### config.mk
export PLATFORM = sky130hd
export DESIGN_NAME = pcs_queue
export DESIGN_NICKNAME = d
export VERILOG_FILES = /design/src/hdl/peer_choke_scheduler_core_defines.svh /design/src/hdl/pcs_pkg.sv /design/src/hdl/pcs_queue.sv
export SDC_FILE = /design/constraint.sdc
export NUM_CORES = 1
export LEC_CHECK = 0
export BUFFER_PORTS_ARGS = -buffer_cell sky130_fd_sc_hd__buf_4
export CAP_MARGIN = 20
export CORE_MARGIN = 2
export CORE_UTILIZATION = 52
export DETAILED_ROUTE_END_ITERATION = 7
export PLACE_DENSITY = 0.89
export SYNTH_ARGS = -nofsm -noshare
export SYNTH_HDL_FRONTEND = slang
export SYNTH_SLANG_ARGS = --single-unit
export TNS_END_PERCENT = 20
### constraint.sdc
create_clock -name clk_i -period 6 [get_ports clk_i]
set_clock_uncertainty 0.05 [all_clocks]
set_input_delay 0.6 -clock clk_i [delete_from_list [all_inputs] [get_ports clk_i]]
set_output_delay 0.6 -clock clk_i [all_outputs]
set_load 0.02 [all_outputs]
### src/hdl/peer_choke_scheduler_core_defines.svh
// Assertion macros shared by the peer choke scheduler RTL.
`ifndef PEER_CHOKE_SCHEDULER_CORE_DEFINES_SVH
`define PEER_CHOKE_SCHEDULER_CORE_DEFINES_SVH

// same-cycle implication
`define PCS_ASSERT_IMP(label, ante, cons, msg) \
  label: assert property (@(posedge clk_i) disable iff (!rst_ni) (ante) |-> (cons)) \
    else $error(msg);

// next-cycle implication
`define PCS_ASSERT_NXT(label, ante, cons, msg) \
  label: assert property (@(posedge clk_i) disable iff (!rst_ni) (ante) |=> (cons)) \
    else $error(msg);

`endif

### src/hdl/pcs_pkg.sv
// Types and constants of the peer choke scheduler.
package pcs_pkg;

  localparam int TAG_W   = 16;
  localparam int RATE_W  = 32;
  localparam int TIME_W  = 48;
  localparam int SHUF_W  = 16;
  localparam int UT_W    = 7;
  localparam int SLOTS_W = 13;

  localparam int IN_TDATA_W  = 184;
  localparam int OUT_TDATA_W = 24;

  localparam logic [SLOTS_W-1:0] SLOTS_RESET     = 13'd4242;
  localparam logic [RATE_W-1:0]  ZERO_RATE_LIMIT = 32'd103;
  localparam logic [TIME_W:0]    HOLD_OPT_MS     = 49'd30000;
  localparam logic [TIME_W:0]    HOLD_CHG_MS     = 49'd10000;
  localparam logic [UT_W-1:0]    UT_MAX          = 7'd127;

  // register index as seen in paddr[2]
  localparam logic REG_UNCHOKE_SLOTS = 1'b0;

  typedef enum logic [2:0] {
    L_FIXED,
    L_CZ,
    L_CN,
    L_UZ,
    L_UN
  } list_e;

  typedef struct packed {
    logic [TAG_W-1:0]  tag;
    logic [RATE_W-1:0] rate;
    list_e             lst;
    logic              ou;
    logic              oo;
    logic              nu;
    logic              no;
  } rec_t;

  typedef struct packed {
    logic              store;
    rec_t              rec;
    logic              last;
    logic [SHUF_W-1:0] shuf_c;
    logic [SHUF_W-1:0] shuf_u;
    logic [UT_W-1:0]   ut;
    logic              optn;
  } qent_t;

endpackage

### src/hdl/pcs_queue.sv
// Two-entry queue of classified peer records between front and back.
module pcs_queue (
  input  logic          clk_i,
  input  logic          rst_ni,
  input  logic          in_valid_i,
  output logic          in_ready_o,
  input  pcs_pkg::qent_t in_data_i,
  output logic          out_valid_o,
  input  logic          out_ready_i,
  output pcs_pkg::qent_t out_data_o
);

  pcs_pkg::qent_t buf_q [2];
  logic           wp_q;
  logic           rp_q;
  logic [1:0]     cnt_q;
  logic           push;
  logic           pop;

  assign in_ready_o  = (cnt_q != 2'd2);
  assign out_valid_o = (cnt_q != 2'd0);
  assign out_data_o  = buf_q[rp_q];
  assign push        = in_valid_i && in_ready_o;
  assign pop         = out_valid_o && out_ready_i;

  always_ff @(posedge clk_i or negedge rst_ni) begin
    if (!rst_ni) begin
      wp_q  <= 1'b0;
      rp_q  <= 1'b0;
      cnt_q <= 2'd0;
    end else begin
      if (push) begin
        wp_q <= ~wp_q;
      end
      if (pop) begin
        rp_q <= ~rp_q;
      end
      if (push && !pop) begin
        cnt_q <= cnt_q + 2'd1;
      end else if (pop && !push) begin
        cnt_q <= cnt_q - 2'd1;
      end
    end
  end

  always_ff @(posedge clk_i) begin
    if (push) begin
      buf_q[wp_q] <= in_data_i;
    end
  end

endmodule

Yosys cells after proc, flatten, opt, wreduce, memory -nomap -nowiden
Memory sizes are Yosys's and may differ from the RTL's.
Index checks and enable logic that the tools add are counted.
- memories kept: 1
- memory bits (writable): 194
- bits in registers: 4
- bitwise logic cells: 2
- equality and inequality tests: 1
- muxes and demuxes: 4
- $add $sub $neg: 2
- reduce and logical (&&, ||, !) cells: 8
- memory list (memory ; words ; width ; read ports ; clocked after memory_dff ; wr ports ; RTL line ; text):
    buf_q ; 2 ; 97 ; 1 ; 0 ; 1 ; pcs_queue.sv:13 ; pcs_pkg::qent_t buf_q [2];
- operators with widths (cell ; count):
    1-bit logical AND ; 4
    2-bit two-way mux ; 2
    2-bit nonzero test ; 2
    2-bit by 1-bit adder with 2-bit output (second input constant) ; 1
    1-bit zero test ; 2
    1-bit two-way mux ; 2
    2-bit inequality test (second input constant) ; 1
    1-bit NOT ; 2
    2-bit by 1-bit subtractor with 2-bit output (second input constant) ; 1

Logic depth before layout (Yosys ltp)
Gate-level depths: netlist of the first run.
- word-level depth: 6
- depth in mapped cells: 7
- mapped depth without buffers: 7

Worst setup path after synthesis of the first run
No wires, ideal clock.
- path type: register to register
- start point: reg cnt_q[0]
- end point: mem buf_q[0][0] (netlist bit) (enable)
- period minus slack after synthesis: 5.441 ns
- path buffers: 0
- data required time: 5.396 ns
- setup time: 0.554 ns
- stages on the path, launching flop included: 4
- arrival time: 4.838 ns
- slack: 0.559 ns
- cells stage by stage: dfrtp_1 nand2b_1 nand2_1 nor2_1
- cells in the longest elaborated chain, start to end: 4
- ends and longest elaborated chain (element ; RTL line ; text):
    from (decl) ; pcs_queue.sv:16 ; logic [1:0] cnt_q;
    from (signal assigned) ; pcs_queue.sv:39 ; cnt_q <= cnt_q + 2'd1;
    from (signal assigned) ; pcs_queue.sv:41 ; cnt_q <= cnt_q - 2'd1;
    2-bit inequality test ; pcs_queue.sv:20 ; assign in_ready_o = (cnt_q != 2'd2);
    net in_ready_o ; pcs_queue.sv:6 ; output logic in_ready_o,
    1-bit logical AND ; pcs_queue.sv:23 ; assign push = in_valid_i && in_ready_o;
    1-bit two-way mux ; pcs_queue.sv:47 ; if (push) begin
    1-bit two-way mux (implied by the code) ; pcs_queue.sv:48 ; buf_q[wp_q] <= in_data_i;
    to (decl) ; pcs_queue.sv:13 ;
The timed path passes the listed nets, and every way through them passes these cells.

==> results of run 1 <==
worst max path at each step:
stage | startpoint | slack, ns | cells after the start | to
2_1_floorplan | cnt_q[0] | 0.56 | 3 | buf_q[0][0]
3_3_place_gp | in_valid_i | 3.09 | 4 | buf_q[0][7]
3_5_place_dp | in_valid_i | 2.97 | 4 | buf_q[0][7]
4_1_cts | rp_q | 2.66 | 3 | out_data_o[92]
5_1_grt | rp_q | 2.56 | 3 | out_data_o[56]
6_report | rp_q | 2.72 | 3 | out_data_o[88]
power breakdown:
group          switching, mW  total [mW]  leakage (nW)  internal (mW)
combinational          0.888        1.68          1.50          0.793
sequential             0.136        2.03          1.85           1.89
clock                  0.482        1.18         0.291          0.700
total                   1.51        4.89          3.64           3.39
state kept, by name, summed over array words and instances, names as in the netlist:
signal and cells:
buf_q 194, cnt_q 2, rp_q 1, wp_q 1
placed cells by master (no fill, tap or decap), drive strengths merged:
cell | Yosys | routed
buf | 11 | 203
nand2b | 1 | 1
nand2 | 2 | 2
edfxtp | 194 | 194
bufinv | 0 | 4
nor2 | 2 | 2
ha | 1 | 1
xnor2 | 3 | 3
clkbuf | 0 | 17
mux2 | 97 | 97
xor2 | 2 | 2
dlygate4sd3 | 0 | 1
clkinv | 0 | 4
and3 | 1 | 1
or2 | 1 | 1
dfrtp | 4 | 4
clkinvlp | 0 | 5
inv | 1 | 3
cell families after synthesis:
logic type | after synthesis
buffers and inverters | 12
DFF | 198
muxes | 97
adders and majority gates | 1
and+or+nand+nor | 7
xor gates and xnor gates | 5
final cells by class:
class | count | share of cell area, %
timing repair buffer | 204 | 16.1
sequential | 198 | 61.7
multi-input combinational | 110 | 13.2
clock buffer | 17 | 4.43
inverter | 1 | 0.0391
clock inverter | 15 | 2.12
tap | 180 | 2.34
cells in the mapped netlist:
cell        n  area, µm²
edfxtp_1  194       5830
mux2_2     77        867
mux2_4     20        300
buf_2       7       35.0
buf_6       4       45.0
dfrtp_1     4        100
xnor2_1     3       26.3
nand2_1     2       7.51
nor2_1      2       7.51
xor2_1      2       17.5
and3_1      1       6.26
ha_1        1       12.5
inv_1       1       3.75
nand2b_1    1       6.26
or2_2       1       6.26
stage by stage:
step                      worst slack (ns)  util (%)  area [µm²]  hold WS (ns)  std cells
after global placement                3.09      64.9        8940         0.347        691
final                                 2.72      69.7        9600         0.310        725
after floorplan                      0.559         -        7270         0.254        320
after detailed placement              2.97      64.9        8940         0.347        691
after global routing                  2.56      69.7        9600         0.286        725
after CTS                             2.66      69.6        9580         0.288        724
worst max-delay path, cell delays in order (launching register included):
cell and delay [ns]:
dfrtp_4 0.82, buf_4 0.72, mux2_2 0.42, buf_4 0.16
per-layer routing:
metal,track usage [%],vias up
li1,-,1688
met1,20.0,1806
met2,28.9,138
met3,5.16,23
met4,7.40,0
met5,0,-
==> out/results.txt, run 1 <==
Result of the run = complete, no violations
WL met3 = 899 µm
Buffers on Ports = 199
Min-Delay Endpoint = buf_q[1][48]
CP Data Arrival Time = 2.63 ns
Reg2Reg Depth = 5
RSZ-0062 raised after global routing = false
Min-delay src = in_data_i[48]
Pre-Repair DR Iteration Count = 4
CTS-repair resized insts = 0
Power Total = 4.89 mW
Area growth syn-to-layout = 32.2%
CTS Buf Count = 17
Min cycle time layout = 3.28 ns
CTS sink cnt = 198
Vias in the first global route = 3746
Routed via count = 3655
Setup TNS = 0 ns
Fin nets = 634
Area share of fa/ha/maj cells after synthesis = 0.172%
Crit Path Class = reg2out
Root Driver = clkbuf_16
P_leak = 3.64 nW
Top Metal Used = met4
Final HPWL DP = 8400 µm
Post-Syn Area per Cell = 22.7 µm²
Cells after synthesis = 320
Synth Warn # = 0
Cell area after synthesis = 0.00727 mm²
Reg-to-reg startpoint = cnt_q[0]
Count of final setup violators = 0
Share of cells above drive strength 1 = 61.5%
Peak supply drop = 368 µV
Number of post-CTS setup repair buffers = 0
Worst R2R Setup Slack = 3.54 ns
Final hold vios = 0
Xor/xnor cell area share of the yosys netlist = 0.603%
CTS tree = done
#FFs+latches synth = 198
Cell variety after synth = 15
Worst-skew pair later-pin latency = 0.42 ns
Vias per inst = 5.04
Max_slew headroom = 47.6%
Initial antenna violation count = 0
Chip width = 122 µm
Mux contribution to synthesized area = 16.1%
Global-route wire length before repair = 18600 µm
CTS Buffer Depth = 2
Multi-input logic area = 0.00127 mm²
Synth Area in Simple Gates = 0.465%
GR Overflow Total = 0
Hold Path Depth = 1
Reg clk slew, reported paths = 0.07 ns
Register area share after synthesis = 81.5%
Core ar. = 0.0138 mm²
# Max-Cap Violations = 0
Crit Reg-Reg Endpoint = buf_q[0][14]
Fin crit share = 54.7%
Filler cells = 878
Inserted Diodes = 0
Crit-path max FO = 52
Fmax = 0.304 GHz
DR iter-0 viols = 254
Largest net degree at the start of global routing = 57
Worst Tran Pin Value = 0.787 ns
Compound-cell area share of the yosys netlist = 0%
Remaining DRCs = 0
Critical path endpoint category = output port
Startpoint Class = register
DRT antenna net count = 0
Critical Path RT = 5.35 ns
Register Area = 0.00593 mm²
All-Layer GR Usage = 17.0%
Hold Buf Count CTS = 1
DRT met1 WL = 4960 µm
Final GP Congestion = 0.732
Full die area = 0.0149 mm²
Worst Hold Class = in2reg
Post-synth net total = 422
Row count = 43
Main combinational cell family by area after synthesis = multiplexers
Top-Level Pins = 200
Pwr Density = 510 mW/mm²
Detailed Route WL = 12900 µm
Initial Utilization = 52.8%
H-tree Lvls = 4
DIE HEIGHT = 122 µm
WL/cell = 17.8 µm
Slew Viols, Final = 0
WL met2 = 6730 µm
Note: power is estimated with default switching activity, not from simulation.
==> run 2, diff against run 1 <==
Clock period 6 ns to 3.4 ns, I/O delays scaled along.
==> run 2 against run 1 <==
Net effect:
- utilization fell by 0.28 points
- worst setup slack worse by 1.7 ns
- sequential share of layout area increased by 0.25 points
- die area did not move
- wire length is 0.47% higher
- combinational power up 85%
- cell count is the same
- total power rose by 74%
- register-to-register slack got worse by 2.1 ns
- global-route usage grew 0.52 points
- largest power group unchanged
==> out/results.txt, run 2 (synthesis results as in run 1) <==
Result of the run = complete, no violations
Max reg flops = 194 (unchanged)
Core ar. = 0.0138 mm² (unchanged)
Full die area = 0.0149 mm² (unchanged)
Detailed Route WL = 12900 µm (+0.47%)
Count of final setup violators = 0 (unchanged)
Worst Hold Class = in2reg
WL/cell = 17.9 µm (+0.47%)
Initial antenna violation count = 0 (unchanged)
Biggest regs = buf_q x194, cnt_q x2
Sequential group share of total power = 40.9% (-0.6 points)
Logic pwr share = 36.4% (+2.0 points)
Top-Level Pins = 200 (unchanged)
Worst-skew pair later-pin latency = 0.42 ns (about the same)
Min cycle time layout = 2.34 ns
DIE HEIGHT = 122 µm (unchanged)
Commonest cells after routing, fill and taps aside = 201 x buf_4, 194 x edfxtp_1, 77 x mux2_2
GR Overflow Total = 0 (unchanged)
CP Data Arrival Time = 1.95 ns (-0.68 ns)
Clock Power Share = 22.8% (-1.4 points)
Crit Path Class = reg2out
Routed via count = 3667 (+0.33%)
Fin util = 69.4% (-0.28 points)
Critical path endpoint category = output port
Fin crit share = 68.8%
Global-route wire length before repair = 19100 µm (+2.7%)
Max_slew headroom = 56.7% (+9.2 points)
Vias per inst = 5.06 (+0.33%)
Final hold vios = 0 (unchanged)
CTS Buf Count = 17 (unchanged)
CTS sink cnt = 198 (unchanged)
Most common cell after layout, fill and taps aside = buf_4
Share of cells above drive strength 1 = 61.1% (-0.37 points)
H-tree Lvls = 4 (unchanged)
DR iter-0 viols = 219 (-14%)
Slew Viols, Final = 0 (unchanged)
Power Total = 8.51 mW (+74%)
Fmax = 0.428 GHz
Worst R2R Setup Slack = 1.43 ns (-2.11 ns)
Pre-Repair DR Iteration Count = 4 (unchanged)
Pwr Density = 890 mW/mm² (+75%)
Final HPWL DP = 8600 µm (+2.4%)
Inserted Diodes = 0 (unchanged)
Row count = 43 (unchanged)
Hold Buf Count CTS = 1 (unchanged)
Most flops, register = buf_q
Sw frac = 31.4% (+0.57 points)
Fin nets = 634 (unchanged)
Root Driver = clkbuf_16
Setup TNS = 0 ns (unchanged)
Worst Tran Pin Value = 0.649 ns (-0.137 ns)
Internal power = 5.84 mW (+72%)
Min-delay src = in_data_i[10]
Critical Path RT = 3.01 ns (-2.34 ns)
Reg clk slew, reported paths = 0.07 ns (about the same)
Vias in the first global route = 3855 (+2.9%)
Net Sw Power = 2.67 mW (+77%)
Startpoint Class = register
Number of post-CTS setup repair buffers = 0 (unchanged)
# Max-Cap Violations = 0 (unchanged)
Remaining DRCs = 0 (unchanged)
CTS-repair resized insts = 0 (unchanged)
CTS tree = done
CTS Buffer Depth = 2 (unchanged)
Area growth syn-to-layout = 31.6%
All-Layer GR Usage = 17.5% (+0.52 points)
Peak supply drop = 586 µV (+59%)
Reg2Reg Depth = 3 (-2)
Final GP Congestion = 0.796 (+8.8%)
DRT antenna net count = 0 (unchanged)
RSZ-0062 raised after global routing = false
Buffers on Ports = 199 (unchanged)
Initial Utilization = 52.8% (unchanged)
Hold Path Depth = 1 (unchanged)
Min-Delay Endpoint = buf_q[1][10]
Largest net degree at the start of global routing = 98 (+72%)
Reg-to-reg startpoint = cnt_q[0]
Chip width = 122 µm (unchanged)
P_leak = 3.63 nW (-0.25%)
Crit-path max FO = 97 (+87%)
Crit Reg-Reg Endpoint = buf_q[1][83]
[run 2: cell types whose count changed in the layout (fill, tap and decap cells not counted), sizes merged]
cell and delta:
bufinv -2, inv +3, clkinvlp -3, clkinv +2
[run 2: cell type report]
cell class,instances,area [µm²]
timing repair buffer,204,1560
inverter,1,3.75
tap,180,225
fill,868,4210
sequential,198,5930
clock buffer,17,425
clock inverter,15,153
multi-input combinational,110,1270
[run 2: metal layers]
| layer | up-vias | wire length [µm] | track usage [%] |
|---|---|---|---|
| li1 | 1690 | - | - |
| met3 | 24 | 1070 | 6.37 |
| met1 | 1802 | 4610 | 18.7 |
| met4 | 0 | 314 | 8.41 |
| met2 | 151 | 6960 | 30.6 |
| met5 | - | 0 | 0 |
[run 2: worst max-delay path by stage]
stage          startpoint             end  depth (start not counted)
2_1_floorplan    cnt_q[0]     buf_q[1][0]                          2
3_3_place_gp     cnt_q[0]    buf_q[1][89]                          3
3_5_place_dp     cnt_q[0]    buf_q[1][75]                          3
4_1_cts              rp_q  out_data_o[49]                          3
5_1_grt              rp_q  out_data_o[28]                          3
6_report             rp_q  out_data_o[28]                          3
[run 2: critical path: stages, from the launching register on]
cell     delay [ns]
dfrtp_4        0.43
buf_12         0.45
mux2_2         0.42
buf_4          0.16
[run 2: power by group through the flow]
stage / logic [mW] / registers [mW] / clock network (mW)
6_report: 3.10 / 3.48 / 1.94
5_1_grt: 3.28 / 3.52 / 2.07
4_1_cts: 3.14 / 3.48 / 1.97
3_5_place_dp: 3.13 / 3.54 / 0
3_3_place_gp: 3.07 / 3.49 / 0
2_1_floorplan: 1.99 / 3.51 / 0
[run 2: stage by stage]
step                      setup WS, ns  cell area (µm²)  hold slack (ns)  instances
after floorplan                 -0.108             7270         -0.00559        320
after global placement            1.48             8980           0.0881        692
after detailed placement          1.43             8980           0.0921        692
after CTS                         1.05             9570           0.0214        725
after global routing             0.970             9570           0.0220        725
final                             1.06             9570           0.0440        725
