### config.mk
export PLATFORM = sky130hd
export DESIGN_NAME = pcs_front
export DESIGN_NICKNAME = d
export VERILOG_FILES = /design/src/hdl/peer_choke_scheduler_core_defines.svh /design/src/hdl/pcs_pkg.sv /design/src/hdl/pcs_front.sv
export SDC_FILE = /design/constraint.sdc
export NUM_CORES = 1
export LEC_CHECK = 0
export BUFFER_PORTS_ARGS = -buffer_cell sky130_fd_sc_hd__buf_4
export CELL_PAD_IN_SITES_DETAIL_PLACEMENT = 0
export CELL_PAD_IN_SITES_GLOBAL_PLACEMENT = 1
export CORE_ASPECT_RATIO = 0.8
export CORE_UTILIZATION = 31
export DETAILED_ROUTE_END_ITERATION = 10
export PLACE_DENSITY = 0.85
export SLEW_MARGIN = 20
export SYNTH_ARGS = -nofsm -noshare
export SYNTH_HDL_FRONTEND = slang
export SYNTH_SLANG_ARGS = --single-unit
### constraint.sdc
create_clock -name clk_i -period 7.2 [get_ports clk_i]
set_clock_uncertainty 0.05 [all_clocks]
set_input_delay 1.08 -clock clk_i [delete_from_list [all_inputs] [get_ports clk_i]]
set_output_delay 1.08 -clock clk_i [all_outputs]
set_load 0.005 [all_outputs]
### src/hdl/peer_choke_scheduler_core_defines.svh
// Assertion macros shared by the peer choke scheduler RTL.
`ifndef PEER_CHOKE_SCHEDULER_CORE_DEFINES_SVH
`define PEER_CHOKE_SCHEDULER_CORE_DEFINES_SVH

// same-cycle implication
`define PCS_ASSERT_IMP(label, ante, cons, msg) \
  label: assert property (@(posedge clk_i) disable iff (!rst_ni) (ante) |-> (cons)) \
    else $error(msg);

// next-cycle implication
`define PCS_ASSERT_NXT(label, ante, cons, msg) \
  label: assert property (@(posedge clk_i) disable iff (!rst_ni) (ante) |=> (cons)) \
    else $error(msg);

`endif

### src/hdl/pcs_pkg.sv
// Types and constants of the peer choke scheduler.
package pcs_pkg;

  localparam int TAG_W   = 16;
  localparam int RATE_W  = 32;
  localparam int TIME_W  = 48;
  localparam int SHUF_W  = 16;
  localparam int UT_W    = 7;
  localparam int SLOTS_W = 13;

  localparam int IN_TDATA_W  = 184;
  localparam int OUT_TDATA_W = 24;

  localparam logic [SLOTS_W-1:0] SLOTS_RESET     = 13'd4242;
  localparam logic [RATE_W-1:0]  ZERO_RATE_LIMIT = 32'd103;
  localparam logic [TIME_W:0]    HOLD_OPT_MS     = 49'd30000;
  localparam logic [TIME_W:0]    HOLD_CHG_MS     = 49'd10000;
  localparam logic [UT_W-1:0]    UT_MAX          = 7'd127;

  // register index as seen in paddr[2]
  localparam logic REG_UNCHOKE_SLOTS = 1'b0;

  typedef enum logic [2:0] {
    L_FIXED,
    L_CZ,
    L_CN,
    L_UZ,
    L_UN
  } list_e;

  typedef struct packed {
    logic [TAG_W-1:0]  tag;
    logic [RATE_W-1:0] rate;
    list_e             lst;
    logic              ou;
    logic              oo;
    logic              nu;
    logic              no;
  } rec_t;

  typedef struct packed {
    logic              store;
    rec_t              rec;
    logic              last;
    logic [SHUF_W-1:0] shuf_c;
    logic [SHUF_W-1:0] shuf_u;
    logic [UT_W-1:0]   ut;
    logic              optn;
  } qent_t;

endpackage

### src/hdl/pcs_front.sv
// Front end: accepts peer records, applies the hold rules and classifies them.
module pcs_front (
  input  logic                               clk_i,
  input  logic                               rst_ni,
  input  logic                               s_tvalid_i,
  output logic                               s_tready_o,
  input  logic [pcs_pkg::IN_TDATA_W-1:0]     s_tdata_i,
  input  logic                               s_tlast_i,
  output logic                               q_valid_o,
  input  logic                               q_ready_i,
  output pcs_pkg::qent_t                     q_data_o
);

  logic [pcs_pkg::TAG_W-1:0]  tag;
  logic                       conn;
  logic                       intr;
  logic                       wu;
  logic                       wo;
  logic [pcs_pkg::TIME_W-1:0] last_chg;
  logic [pcs_pkg::RATE_W-1:0] rate;
  logic [pcs_pkg::TIME_W-1:0] now;
  logic                       exp_opt;
  logic                       exp_chg;
  logic                       zero;
  logic                       opt;
  logic                       skip;
  logic                       inc;
  logic                       store;
  pcs_pkg::list_e             lst;
  logic                       nu;
  logic                       no;
  logic [pcs_pkg::UT_W-1:0]   ut_q;
  logic [pcs_pkg::UT_W-1:0]   ut_d;
  logic                       optn_q;
  logic                       optn_d;
  logic                       push;

  assign tag      = s_tdata_i[15:0];
  assign conn     = s_tdata_i[16];
  assign intr     = s_tdata_i[17];
  assign wu       = s_tdata_i[18];
  assign wo       = s_tdata_i[19];
  assign last_chg = s_tdata_i[67:20];
  assign rate     = s_tdata_i[99:68];
  assign now      = s_tdata_i[147:100];

  assign exp_opt = ({1'b0, last_chg} + pcs_pkg::HOLD_OPT_MS) < {1'b0, now};
  assign exp_chg = ({1'b0, last_chg} + pcs_pkg::HOLD_CHG_MS) < {1'b0, now};
  assign zero    = rate < pcs_pkg::ZERO_RATE_LIMIT;

  always_comb begin
    store  = 1'b0;
    lst    = pcs_pkg::L_FIXED;
    nu     = 1'b0;
    no     = 1'b0;
    inc    = 1'b0;
    opt    = wo;
    skip   = 1'b0;
    optn_d = optn_q;
    if (conn) begin
      if (!intr) begin
        store = wu;
      end else if (wu) begin
        if (wo) begin
          if (exp_opt) begin
            opt = 1'b0;
          end else begin
            optn_d = 1'b0;
            skip   = 1'b1;
          end
        end
        if (!skip) begin
          inc = 1'b1;
          if (exp_chg) begin
            store = 1'b1;
            lst   = zero ? pcs_pkg::L_CZ : pcs_pkg::L_CN;
            nu    = 1'b1;
            no    = opt;
          end else if (opt != wo) begin
            store = 1'b1;
            nu    = 1'b1;
            no    = opt;
          end
        end
      end else if (exp_chg) begin
        store = 1'b1;
        lst   = zero ? pcs_pkg::L_UZ : pcs_pkg::L_UN;
        no    = wo;
      end
    end
    ut_d = (inc && (ut_q != pcs_pkg::UT_MAX)) ? ut_q + 7'd1 : ut_q;
  end

  assign s_tready_o = q_ready_i;
  assign q_valid_o  = s_tvalid_i;
  assign push       = s_tvalid_i && q_ready_i;

  assign q_data_o.store    = store;
  assign q_data_o.rec.tag  = tag;
  assign q_data_o.rec.rate = rate;
  assign q_data_o.rec.lst  = lst;
  assign q_data_o.rec.ou   = wu;
  assign q_data_o.rec.oo   = wo;
  assign q_data_o.rec.nu   = nu;
  assign q_data_o.rec.no   = no;
  assign q_data_o.last     = s_tlast_i;
  assign q_data_o.shuf_c   = s_tdata_i[163:148];
  assign q_data_o.shuf_u   = s_tdata_i[179:164];
  assign q_data_o.ut       = ut_d;
  assign q_data_o.optn     = optn_d;

  always_ff @(posedge clk_i or negedge rst_ni) begin
    if (!rst_ni) begin
      ut_q   <= '0;
      optn_q <= 1'b1;
    end else if (push) begin
      if (s_tlast_i) begin
        ut_q   <= '0;
        optn_q <= 1'b1;
      end else begin
        ut_q   <= ut_d;
        optn_q <= optn_d;
      end
    end
  end

endmodule

# Word level (Yosys, flattened, before mapping)
# Cells that the tools add are included.
# op_classes
order_cmp,3
n_reduce_logical,2
n_mux,39
n_eq_ne,2
n_addsub,3
# op_table
cell,count
< comparator 49 x 48 -> 1 bit,2
adder 48 x 14 -> 49 bit (second input constant),1
adder 48 x 15 -> 49 bit (second input constant),1
< comparator 32 x 7 -> 1 bit (second input constant),1
2-to-1 mux 1 bit,29
2-to-1 mux 3 bit,5
2-to-1 mux 7 bit,2
adder 7 x 1 -> 7 bit (second input constant),1
inequality test 7 bit (second input constant),1
2-to-1 mux 2 bit,3
logical AND 1 bit,2
inequality test 1 bit,1
# word_totals
output_inout_bits,99
wordCells,51
ff_bits,8
inputBits,189

# Longest topological paths before layout
# Gate-level depths: netlist of run 1.
# logic_depth
depth_word,14
depth_mapped,21
mapped_depth_nobuf,19

# Worst setup path after synthesis of run 1
# OpenSTA, ideal clock, no wires.
# synth_timing
kind,input-to-output
startpoint,in s_tdata_i[24] in the netlist's numbering
endpoint,out q_data_o[6] in the netlist's numbering
cell_stages,20
path_buffers,2
required_time_ns,6.070
t_arrival_ns,4.983
path_slack_ns,1.087
path_cell_list,inv_1 ha_1 and3b_1 o21a_1 o31ai_4 or2_2 clkbuf_1 nor3_1 nand4_1 xnor2_1 ha_1 nand4_1 nor4_1 and4_1 and4b_1 a311oi_1 nand2_2 buf_6 or3_4 xnor2_1
# synth_lines
item,line_no,rtl
from (decl),pcs_front.sv:7,"input logic [pcs_pkg::IN_TDATA_W-1:0] s_tdata_i,"
to (decl),pcs_front.sv:11,output pcs_pkg::qent_t q_data_o

==> impl_metrics.yaml, run 1 <==
run_status:
  status: "finished clean"
route:
  vias: 5037
  drc_errors: 0
  ant_nets: 0
  firstDrtPassIters: 5
  post_drt_wl_per_cell_um: 15.2
  viasPerCell: 4.96
  routed_wl_um: 15400
  drt_iter0_drc: 283
power_and_ir_drop:
  seq_power_share: 0.114
  p_leak_nw: 3.06
  clockPowerShare: 0.210
  p_int_mw: 0.286
  combPwrFrac: 0.676
  switching_share: 0.400
  switchingPower_mw: 0.191
  p_per_area_nw_per_um2: 77.4
  ir_worst_vdd_uv: 55.3
clock_tree:
  post_cts_resized: 0
  cts_root_buffer: "clkbuf_16"
  cts_tree: "built"
  clock_sinks: 8
  cts_hold_buf: 0
  clk_pin_slew_ns: 0.04
  cts_buffer_depth: 2
  htreeDepth: 1
  clock_latency_ns: 0.24
  cts_buffers: 3
  post_cts_buffers: 0
logic_synthesis:
  yosysMostFrequentCell: "ha_1"
  synth-async-reset-ratio: 1.00
  ys_seq_elements: 8
  synth_top_cells_by_area: "ha_1 23%, buf_4 13%, xnor2_1 8.4%, xor2_1 6.3%, inv_1 4.4%"
  syn-cell-area_um2: 5130
  synth_top_area_share: 0.227
  synth_edf_count: 0
  netlist_top_cells_count: "93 x ha_1, 89 x buf_4, 60 x inv_1, 58 x nand2_1, 50 x nor2_1"
  yosysTopAreaCell: "ha_1"
  yosysWarnings: 0
  synthCells: 712
  avgSynthCellArea_um2: 7.21
  ys_seq_area_frac: 0.0392
  ys_types: 60
  ys.flop_type: "dfrtp_1"
  synth_nets: 994
worst_setup_path:
  setup.worst_path.class: "in -> out"
  arrival_ns: 5.61
  crit_path_end_kind: "output pin"
  critPathTopFamily: "simple AND/OR/NAND/NOR gates"
  slowest_delay_ns: 0.58
  cp_max_fo: 6
  worst-path-buf-inv: 3
  worst_path_most_repeated_cell: "buf_4"
  required_ns: 6.07
  cp_slowest_cell: "or4_1"
  r2r_setup_slack_ns: 4.78
  cp-start-kind: "input port"
  path_cells: "buf_4 -> ha_1 -> nand3_1 -> a21oi_1 -> o211ai_1 -> or3_1 -> nor2_1 -> buf_4 -> nand4_1 -> xnor2_1 -> ha_1 -> nand4_1 -> or4_1 -> nor4_1 -> o21ai_1 -> a41oi_1 -> nand3b_4 -> nor3_1 -> buf_4"
cells_and_area:
  drive_gt1_frac: 0.263
  fin_cells: 1016
  antennaDiodeCount: 0
  finalNetCount: 1084
  area_growth_pct: 20.2
timing:
  grt_setup_unrepaired: "no"
  setup-violations-final: 0
  setup_tns_ns: 0
  slew_headroom: 0.606
  finalMaxSlewViolations: 0
  timing.fmax_ghz: 0.148
  timing.final.crit_period_ns: 6.74
  post-route-period-util: 0.936
  finalHoldViolCount: 0
  tightest_slew_ns: 0.587
die:
  dieHeight_um: 117
  core_area_um2: 16000
  rows: 41
  pin_count: 288
  initial_utilization: 0.322
  die_area_um2: 17100
  chipWidth_um: 146
global_routing:
  antenna_found_initial: 0
  grt_pass1_vias: 4494
  grt_pass1_wl_um: 23500
  grt_usage: 0.173
  grt_max_degree: 11
  overflow: 0
job:
  drv_cap: 0
place:
  placedCellCount: 1012
  gp_congestion: 0.929
  port_buffers: 187
  place_hpwl_um: 13700
min_path:
  hp-class: "reg -> reg"
-- cells by family after synthesis --
family,synth area share
AND/OR/NAND/NOR,0.240
flip-flops,0.0393
XOR/XNOR,0.147
AO/OA/AOI/OAI,0.152
adder cells (fa/ha/maj),0.227
buffers and inverters,0.193
multiplexers,0.00195
-- final cells by class --
type	instances	area, um^2
inverters	60	225
flip-flops and latches	8	201
clock buffers	4	78.8
multi-input cells	535	3940
fillers	1724	9780
well taps	215	269
repair buffers	194	1460
-- power groups by stage --
stage                     sequential, mW  combinational, mW  clock, mW
final                             0.0542              0.323      0.100
after global routing              0.0549              0.364      0.102
after CTS                         0.0541              0.324      0.100
after detailed placement          0.0544              0.322          0
after global placement            0.0545              0.318          0
after floorplan                   0.0533              0.216          0
-- metal layers --
layer  vias up  global-route usage  part of all wire
li1       2591                   -                 -
met1      2240               0.254              0.50
met2       193               0.273              0.42
met3        13              0.0209             0.067
met4         0              0.0274             0.011
met5         -                   0                 0
-- path summary, 6_finish.rpt --
kind                               startpoint            to  depth (start not counted)
worst max register to register        ut_q[0]       ut_q[3]                         10
worst min-delay path                  ut_q[6]       ut_q[6]                          1
max in group asynchronous              rst_ni        optn_q                          1
worst min register to register        ut_q[6]       ut_q[6]                          1
min in group asynchronous              rst_ni       ut_q[4]                          1
worst max-delay path            s_tdata_i[24]  q_data_o[47]                         19
-- cell usage in the layout, fill, tap and decap left out, types with 3 or more instances in the layout --
cell / synthesis / layout
buf_4: 89 / 194
or3_1: 3 / 3
clkbuf_16: 0 / 3
or2_2: 5 / 5
nand2_1: 58 / 58
and4_1: 6 / 6
nor2b_1: 6 / 6
nand3_1: 26 / 26
nand4_1: 32 / 32
o211ai_1: 5 / 5
a21o_1: 15 / 15
ha_1: 93 / 93
a41oi_1: 3 / 3
a31oi_1: 4 / 4
o311ai_1: 3 / 3
o21ai_1: 4 / 4
nor2_1: 50 / 50
nor3_1: 17 / 17
dfrtp_1: 7 / 7
o21ai_0: 19 / 19
or4_1: 3 / 3
a211oi_1: 3 / 3
a21oi_1: 28 / 28
nor4_1: 12 / 12
o21a_1: 8 / 8
o31ai_1: 3 / 3
nand2b_1: 3 / 3
xor2_1: 37 / 37
xnor2_1: 49 / 49
inv_1: 60 / 60
and3_1: 8 / 8
-- through the flow --
stage	hold WS (ns)	setup WS, ns	power (mW)	area [um^2]	utilization
2_1_floorplan	0.410	1.09	0.270	5130	-
3_3_place_gp	0.422	0.561	0.373	6090	0.382
3_5_place_dp	0.433	0.483	0.376	6090	0.382
4_1_cts	0.441	0.465	0.478	6170	0.387
5_1_grt	0.458	0.160	0.521	6170	0.387
6_report	0.437	0.462	0.477	6170	0.387
-- flip-flops by register name, summed over array words and instances, names as in the netlist --
name    flops
optn_q      1
ut_q        7
No activity file was read; power rests on OpenSTA's default activity.
==> run 2: changes to the inputs <==
--- a/config.mk
+++ b/config.mk
@@ -5,13 +5,14 @@
 export SDC_FILE = /design/constraint.sdc
 export NUM_CORES = 1
 export LEC_CHECK = 0
-export BUFFER_PORTS_ARGS = -buffer_cell sky130_fd_sc_hd__buf_4
+export ABC_AREA = 1
+export BUFFER_PORTS_ARGS = -buffer_cell sky130_fd_sc_hd__buf_2
 export CELL_PAD_IN_SITES_DETAIL_PLACEMENT = 0
 export CELL_PAD_IN_SITES_GLOBAL_PLACEMENT = 1
 export CORE_ASPECT_RATIO = 0.8
-export CORE_UTILIZATION = 31
+export CORE_UTILIZATION = 34
 export DETAILED_ROUTE_END_ITERATION = 10
-export PLACE_DENSITY = 0.85
+export PLACE_DENSITY = 0.92
 export SLEW_MARGIN = 20
 export SYNTH_ARGS = -nofsm -noshare
 export SYNTH_HDL_FRONTEND = slang
==> constraint.sdc (replaced) <==
create_clock -name clk_i -period 8 [get_ports clk_i]
set_clock_uncertainty 0.05 [all_clocks]
set_input_delay 1.2 -clock clk_i [delete_from_list [all_inputs] [get_ports clk_i]]
set_output_delay 1.2 -clock clk_i [all_outputs]
set_load 0.005 [all_outputs]
==> impl_metrics.yaml, run 2 <==
cells_and_area:
  final_common_cell: "nand2_1"
  regMostFlops: "ut_q"
  area_growth_pct: 10.4
  reg_top3: "ut_q: 7 flops, optn_q: 1 flops"
  largest_reg_flops: 7
  finalNetCount: 1309
  drive_gt1_frac: 0.222
  final_cell_mix: "201 x nand2_1, 187 x buf_2, 161 x inv_1"
  fin_cells: 1251
route:
  viasPerCell: 4.69
  post_drt_wl_per_cell_um: 13.8
  drt_iter0_drc: 388
  firstDrtPassIters: 5
  vias: 5865
  routed_wl_um: 17200
  ant_nets: 0
  drc_errors: 0
clock_tree:
  post_cts_resized: 0
  cts_root_buffer: "clkbuf_16"
  clock_sinks: 8
  clock_latency_ns: 0.23
  cts_tree: "built"
  clk_pin_slew_ns: 0.04
  cts_buffers: 3
  htreeDepth: 1
  post_cts_buffers: 0
  cts_buffer_depth: 2
  cts_hold_buf: 0
place:
  gp_congestion: 0.938
  port_buffers: 187
  place_hpwl_um: 15300
  placedCellCount: 1242
  pre_cts_ws_ns: 1.97
worst_setup_path:
  required_ns: 6.75
  cp-start-kind: "input port"
  cp_max_fo: 9
  worstReg2RegEnd: "ut_q[2]"
  setup.worst_path.class: "in -> out"
  r2r_start: "ut_q[0]"
  r2r_cells: 10
  arrival_ns: 4.85
  crit_path_end_kind: "output pin"
  cp-startpoint: "s_tdata_i[24]"
  endpoint: "q_data_o[1]"
  r2r_setup_slack_ns: 6.20
die:
  chipWidth_um: 147
  dieHeight_um: 118
  rows: 42
  core_area_um2: 16500
  die_area_um2: 17400
  pin_count: 288
  initial_utilization: 0.347
run_status:
  status: "finished clean"
power_and_ir_drop:
  seq_power_share: 0.109
  p_per_area_nw_per_um2: 62.8
  p_int_mw: 0.218
  ir_worst_vdd_uv: 53.8
  switching_share: 0.451
  combPwrFrac: 0.669
  switchingPower_mw: 0.179
  clockPowerShare: 0.223
  p_leak_nw: 3.62
logic_synthesis:
  synth_top_area_share: 0.203
  yosysMostFrequentCell: "nand2_1"
  synth_nets: 1214
  ys_types: 40
  ys.flop_type: "dfrtp_1"
  synth_edf_count: 0
  yosysWarnings: 0
  syn-cell-area_um2: 5720
  yosysTopAreaCell: "ha_1"
  synth_top_cells_by_area: "ha_1 20%, nand2_1 13%, buf_4 12%, inv_1 11%, xor2_1 10%"
  ys_seq_elements: 8
  ys_seq_area_frac: 0.0352
  netlist_top_cells_count: "201 x nand2_1, 161 x inv_1, 93 x ha_1, 90 x buf_4, 73 x nor2_1"
  synth-async-reset-ratio: 1.00
  avgSynthCellArea_um2: 6.14
  synthCells: 932
timing:
  tightest_slew_ns: 0.525
  timing.fmax_ghz: 0.164
  setup_tns_ns: 0
  finalMaxSlewViolations: 0
  setup_ws_ns: 1.90
  grt_setup_unrepaired: "no"
  holdWs_ns: 0.483
  slew_headroom: 0.646
  timing.final.crit_period_ns: 6.10
  post-route-period-util: 0.763
  setup-violations-final: 0
  finalHoldViolCount: 0
global_routing:
  grt_pass1_vias: 5594
  grt_pass1_wl_um: 27400
  antenna_found_initial: 6
  overflow: 0
  grt_usage: 0.196
  grt_max_degree: 11
job:
  drv_cap: 0
min_path:
  min_path_cells: 2
  hp-class: "reg -> reg"
==> run 2: cell types whose count changed in the layout (fill, tap and decap cells not counted), moves of 7 or more <==
cell | before | now
inv_1 | 60 | 161
a21oi_1 | 28 | 47
buf_2 | 0 | 187
nand2_2 | 1 | 10
nand3_1 | 26 | 37
nand4_1 | 32 | 25
nor2_1 | 50 | 73
xor2_1 | 37 | 67
o21a_1 | 8 | 1
xnor2_1 | 49 | 18
buf_4 | 194 | 0
nand2_1 | 58 | 201
a21o_1 | 15 | 3
==> run 2: kinds of logic after synthesis <==
kind of cell               count (synthesis)  share of synthesized area
xor gates and xnor gates                  85                      0.130
buffers and inverters                    262                      0.232
adders and majority gates                 93                      0.203
DFF                                        8                     0.0352
AOI/OAI and AO/OA                         80                     0.0763
and+or+nand+nor                          404                      0.323
==> run 2: worst min path at each step <==
stage | start | end | slack [ns]
floorplan | optn_q | optn_q | 0.45
global placement | optn_q | optn_q | 0.46
detailed placement | optn_q | optn_q | 0.47
CTS | optn_q | optn_q | 0.48
global route | optn_q | optn_q | 0.51
finish | optn_q | optn_q | 0.48
==> run 2: per-layer routing <==
layer / track usage / routed length (um) / share of wire
met1: 0.272 / 8050 / 0.47
met2: 0.318 / 7440 / 0.43
met3: 0.0190 / 1230 / 0.071
met4: 0.0599 / 496 / 0.029
met5: 0 / 0 / 0
==> run 2: final cells by class <==
cell class / count / area, um^2
clock buffer: 4 / 78.8
timing repair buffer: 187 / 936
tap: 220 / 275
antenna: 5 / 12.5
multi-input combinational: 662 / 4190
inverter: 165 / 619
fill: 1857 / 10200
sequential: 8 / 201
==> run 2: power by group through the flow <==
stage,combinational (mW),clock (mW),sequential [mW]
global placement,0.258,0,0.0436
finish,0.265,0.0883,0.0431
CTS,0.266,0.0891,0.0431
global route,0.304,0.0936,0.0432
detailed placement,0.264,0,0.0436
floorplan,0.197,0,0.0433
==> run 2: through the flow <==
step                      power (mW)   util  area [um^2]
after CTS                      0.398  0.382         6300
after detailed placement       0.308  0.377         6220
after global routing           0.441  0.383         6320
after global placement         0.302  0.377         6220
final                          0.396  0.383         6320
after floorplan                0.241      -         5720
==> run 2: critical path: stages <==
cell and delay, ns:
buf_2 0.10, inv_1 0.08, ha_1 0.25, nor2_4 0.18
nand3_1 0.13, nand2_1 0.12, nor3_1 0.05, inv_1 0.09
o2111ai_1 0.19, nor2_1 0.39, nand2_1 0.12, xor2_1 0.16
ha_1 0.29, a21o_1 0.18, a21oi_1 0.11, nand2_1 0.08
nor2_1 0.29, nand3_2 0.18, nand2_4 0.16, nand3_4 0.12
nand2_1 0.10, and2_1 0.12, buf_2 0.11
==> run 3: changes to the inputs <==
--- a/config.mk
+++ b/config.mk
@@ -10,9 +10,9 @@
 export CELL_PAD_IN_SITES_DETAIL_PLACEMENT = 0
 export CELL_PAD_IN_SITES_GLOBAL_PLACEMENT = 1
 export CORE_ASPECT_RATIO = 0.8
-export CORE_UTILIZATION = 34
+export CORE_UTILIZATION = 28
 export DETAILED_ROUTE_END_ITERATION = 10
-export PLACE_DENSITY = 0.92
+export PLACE_DENSITY = 0.81
 export SLEW_MARGIN = 20
 export SYNTH_ARGS = -nofsm -noshare
 export SYNTH_HDL_FRONTEND = slang
==> constraint.sdc (replaced) <==
create_clock -name clk_i -period 5.01 [get_ports clk_i]
set_clock_uncertainty 0.05 [all_clocks]
set_input_delay 0.7515 -clock clk_i [delete_from_list [all_inputs] [get_ports clk_i]]
set_output_delay 0.7515 -clock clk_i [all_outputs]
set_load 0.005 [all_outputs]
==> impl_metrics.yaml, run 3 (synthesized netlist as in run 2, its figures left out) <==
run_status:
  status: "finished clean"
worst_setup_path:
  setup.worst_path.class: "in -> out"
  arrival_ns: 3.96
  worst_path_most_repeated_cell: "nand2_1"
  cp_slowest_cell: "ha_1"
  cp_max_fo: 6
  required_ns: 4.21
  cp-start-kind: "input port"
  crit_path_end_kind: "output pin"
  path_cells: "buf_2 -> o21ai_1 -> o21ai_2 -> nand2_1 -> and3_1 -> nand3_2 -> inv_1 -> nor3_2 -> nand2_1 -> xor2_1 -> ha_1 -> nand2_1 -> nor2_1 -> nand4_1 -> nor2_2 -> nand3_1 -> nand3_4 -> nand2_4 -> nand3_4 -> nand2_2 -> and2_1 -> buf_2"
  slowest_delay_ns: 0.27
route:
  drt_iter0_drc: 270
  vias: 6004
  ant_nets: 0
  post_drt_wl_per_cell_um: 13.5
  firstDrtPassIters: 8
  routed_wl_um: 18000
  drc_errors: 0
  viasPerCell: 4.51
global_routing:
  grt_max_degree: 11
  grt_usage: 0.166
  antenna_found_initial: 1
  grt_pass1_vias: 5616
  overflow: 0
  grt_pass1_wl_um: 27900
die:
  die_area_um2: 21000
  rows: 46
  initial_utilization: 0.287
  chipWidth_um: 162
  core_area_um2: 19900
  pin_count: 288
  dieHeight_um: 130
timing:
  timing.fmax_ghz: 0.210
  slew_headroom: 0.649
  tightest_slew_ns: 0.524
  finalHoldViolCount: 0
  setup-violations-final: 0
  timing.final.crit_period_ns: 4.76
  finalMaxSlewViolations: 0
  post-route-period-util: 0.951
cells_and_area:
  largest_reg_flops: 7
  design_area_um2: 6780
  utilization: 0.340
  finalNetCount: 1350
  final_cell_mix: "198 x nand2_1, 187 x buf_2, 161 x inv_1"
  drive_gt1_frac: 0.272
  final_common_cell: "nand2_1"
  multi_input_area_um2: 4310
  reg_top3: "ut_q: 7 flops, optn_q: 1 flops"
  n_fill_cell: 2317
  register_area_um2: 201
  fin_cells: 1332
  regMostFlops: "ut_q"
  area_growth_pct: 18.4
place:
  place_hpwl_um: 16000
  place_area_um2: 6540
  gp_congestion: 0.928
  placedCellCount: 1320
  port_buffers: 187
clock_tree:
  clock_latency_ns: 0.24
  cts_root_buffer: "clkbuf_16"
  clk_pin_slew_ns: 0.04
  htreeDepth: 1
  cts_hold_buf: 0
  cts_tree: "built"
  cts_buffers: 3
  cts_buffer_depth: 2
  clock_sinks: 8
power_and_ir_drop:
  p_leak_nw: 3.82
  total_power_mw: 0.661
  p_per_area_nw_per_um2: 97.5
  ir_worst_vdd_uv: 111
min_path:
  hp-class: "in -> async"
job:
  drv_cap: 0
==> run 3: cell types whose count changed in the layout (fill, tap and decap cells not counted), sizes merged <==
| cell | delta |
|---|---|
| nand2 | +1 |
| buf | +40 |
| diode | -4 |
==> run 3: metal layers <==
layer	track usage	up-vias	routed length [um]
met5	0	-	0
met4	0.0283	0	351
met3	0.0124	24	1030
met2	0.289	191	8020
met1	0.228	2635	8600
li1	-	3154	-
==> run 3: repair_timing <==
| action | in CTS | in global routing |
|---|---|---|
| resized for setup | 0 | 25 |
| setup endpoints to repair | 0 | 12 |
| buffers inserted | 0 | 6 |
==> run 3: worst paths after layout <==
| check | start | end | slack (ns) | cells past startpoint |
|---|---|---|---|---|
| setup / recovery | s_tdata_i[26] | q_data_o[1] | 0.25 | 22 |
| hold / removal | rst_ni | ut_q[2] | 0.31 | 1 |
| setup reg to reg | ut_q[0] | ut_q[3] | 3.14 | 10 |
| hold reg to reg | optn_q | optn_q | 0.48 | 2 |
| max in group asynchronous | rst_ni | optn_q | 4.35 | 1 |
| min in group clk_i | optn_q | optn_q | 0.48 | 2 |
==> run 3: cell type report <==
cell class              instances  share of cell area
multi-input cells             663               0.636
repair buffers                227               0.182
inverters                     165              0.0914
well taps                     264              0.0487
flip-flops and latches          8              0.0297
clock buffers                   4              0.0116
diodes                          1            0.000369
==> run 3: per-stage QoR <==
stage	worst slack (ns)	setup TNS (ns)	hold slack (ns)
after floorplan	0.843	0	0.406
after global placement	0.123	0	0.463
after detailed placement	0.116	0	0.470
after CTS	0.0934	0	0.321
after global routing	-0.0303	-0.132	0.325
final	0.247	0	0.311
==> run 3: report_power, final <==
part | switching (mW) | internal, mW | leakage, nW
Combinational | 0.260 | 0.188 | 3.68
Clock | 0.0369 | 0.107 | 0.0382
Sequential | 0.00223 | 0.0669 | 0.108
Total | 0.299 | 0.362 | 3.82
==> run 3: critical path: cells and delay by family <==
family,cells,cell delay [ns]
XOR/XNOR,1,0.17
AND/OR/NAND/NOR,15,2.07
buffers and inverters,3,0.38
AO/OA/AOI/OAI,2,0.32
adder cells (fa/ha/maj),1,0.27
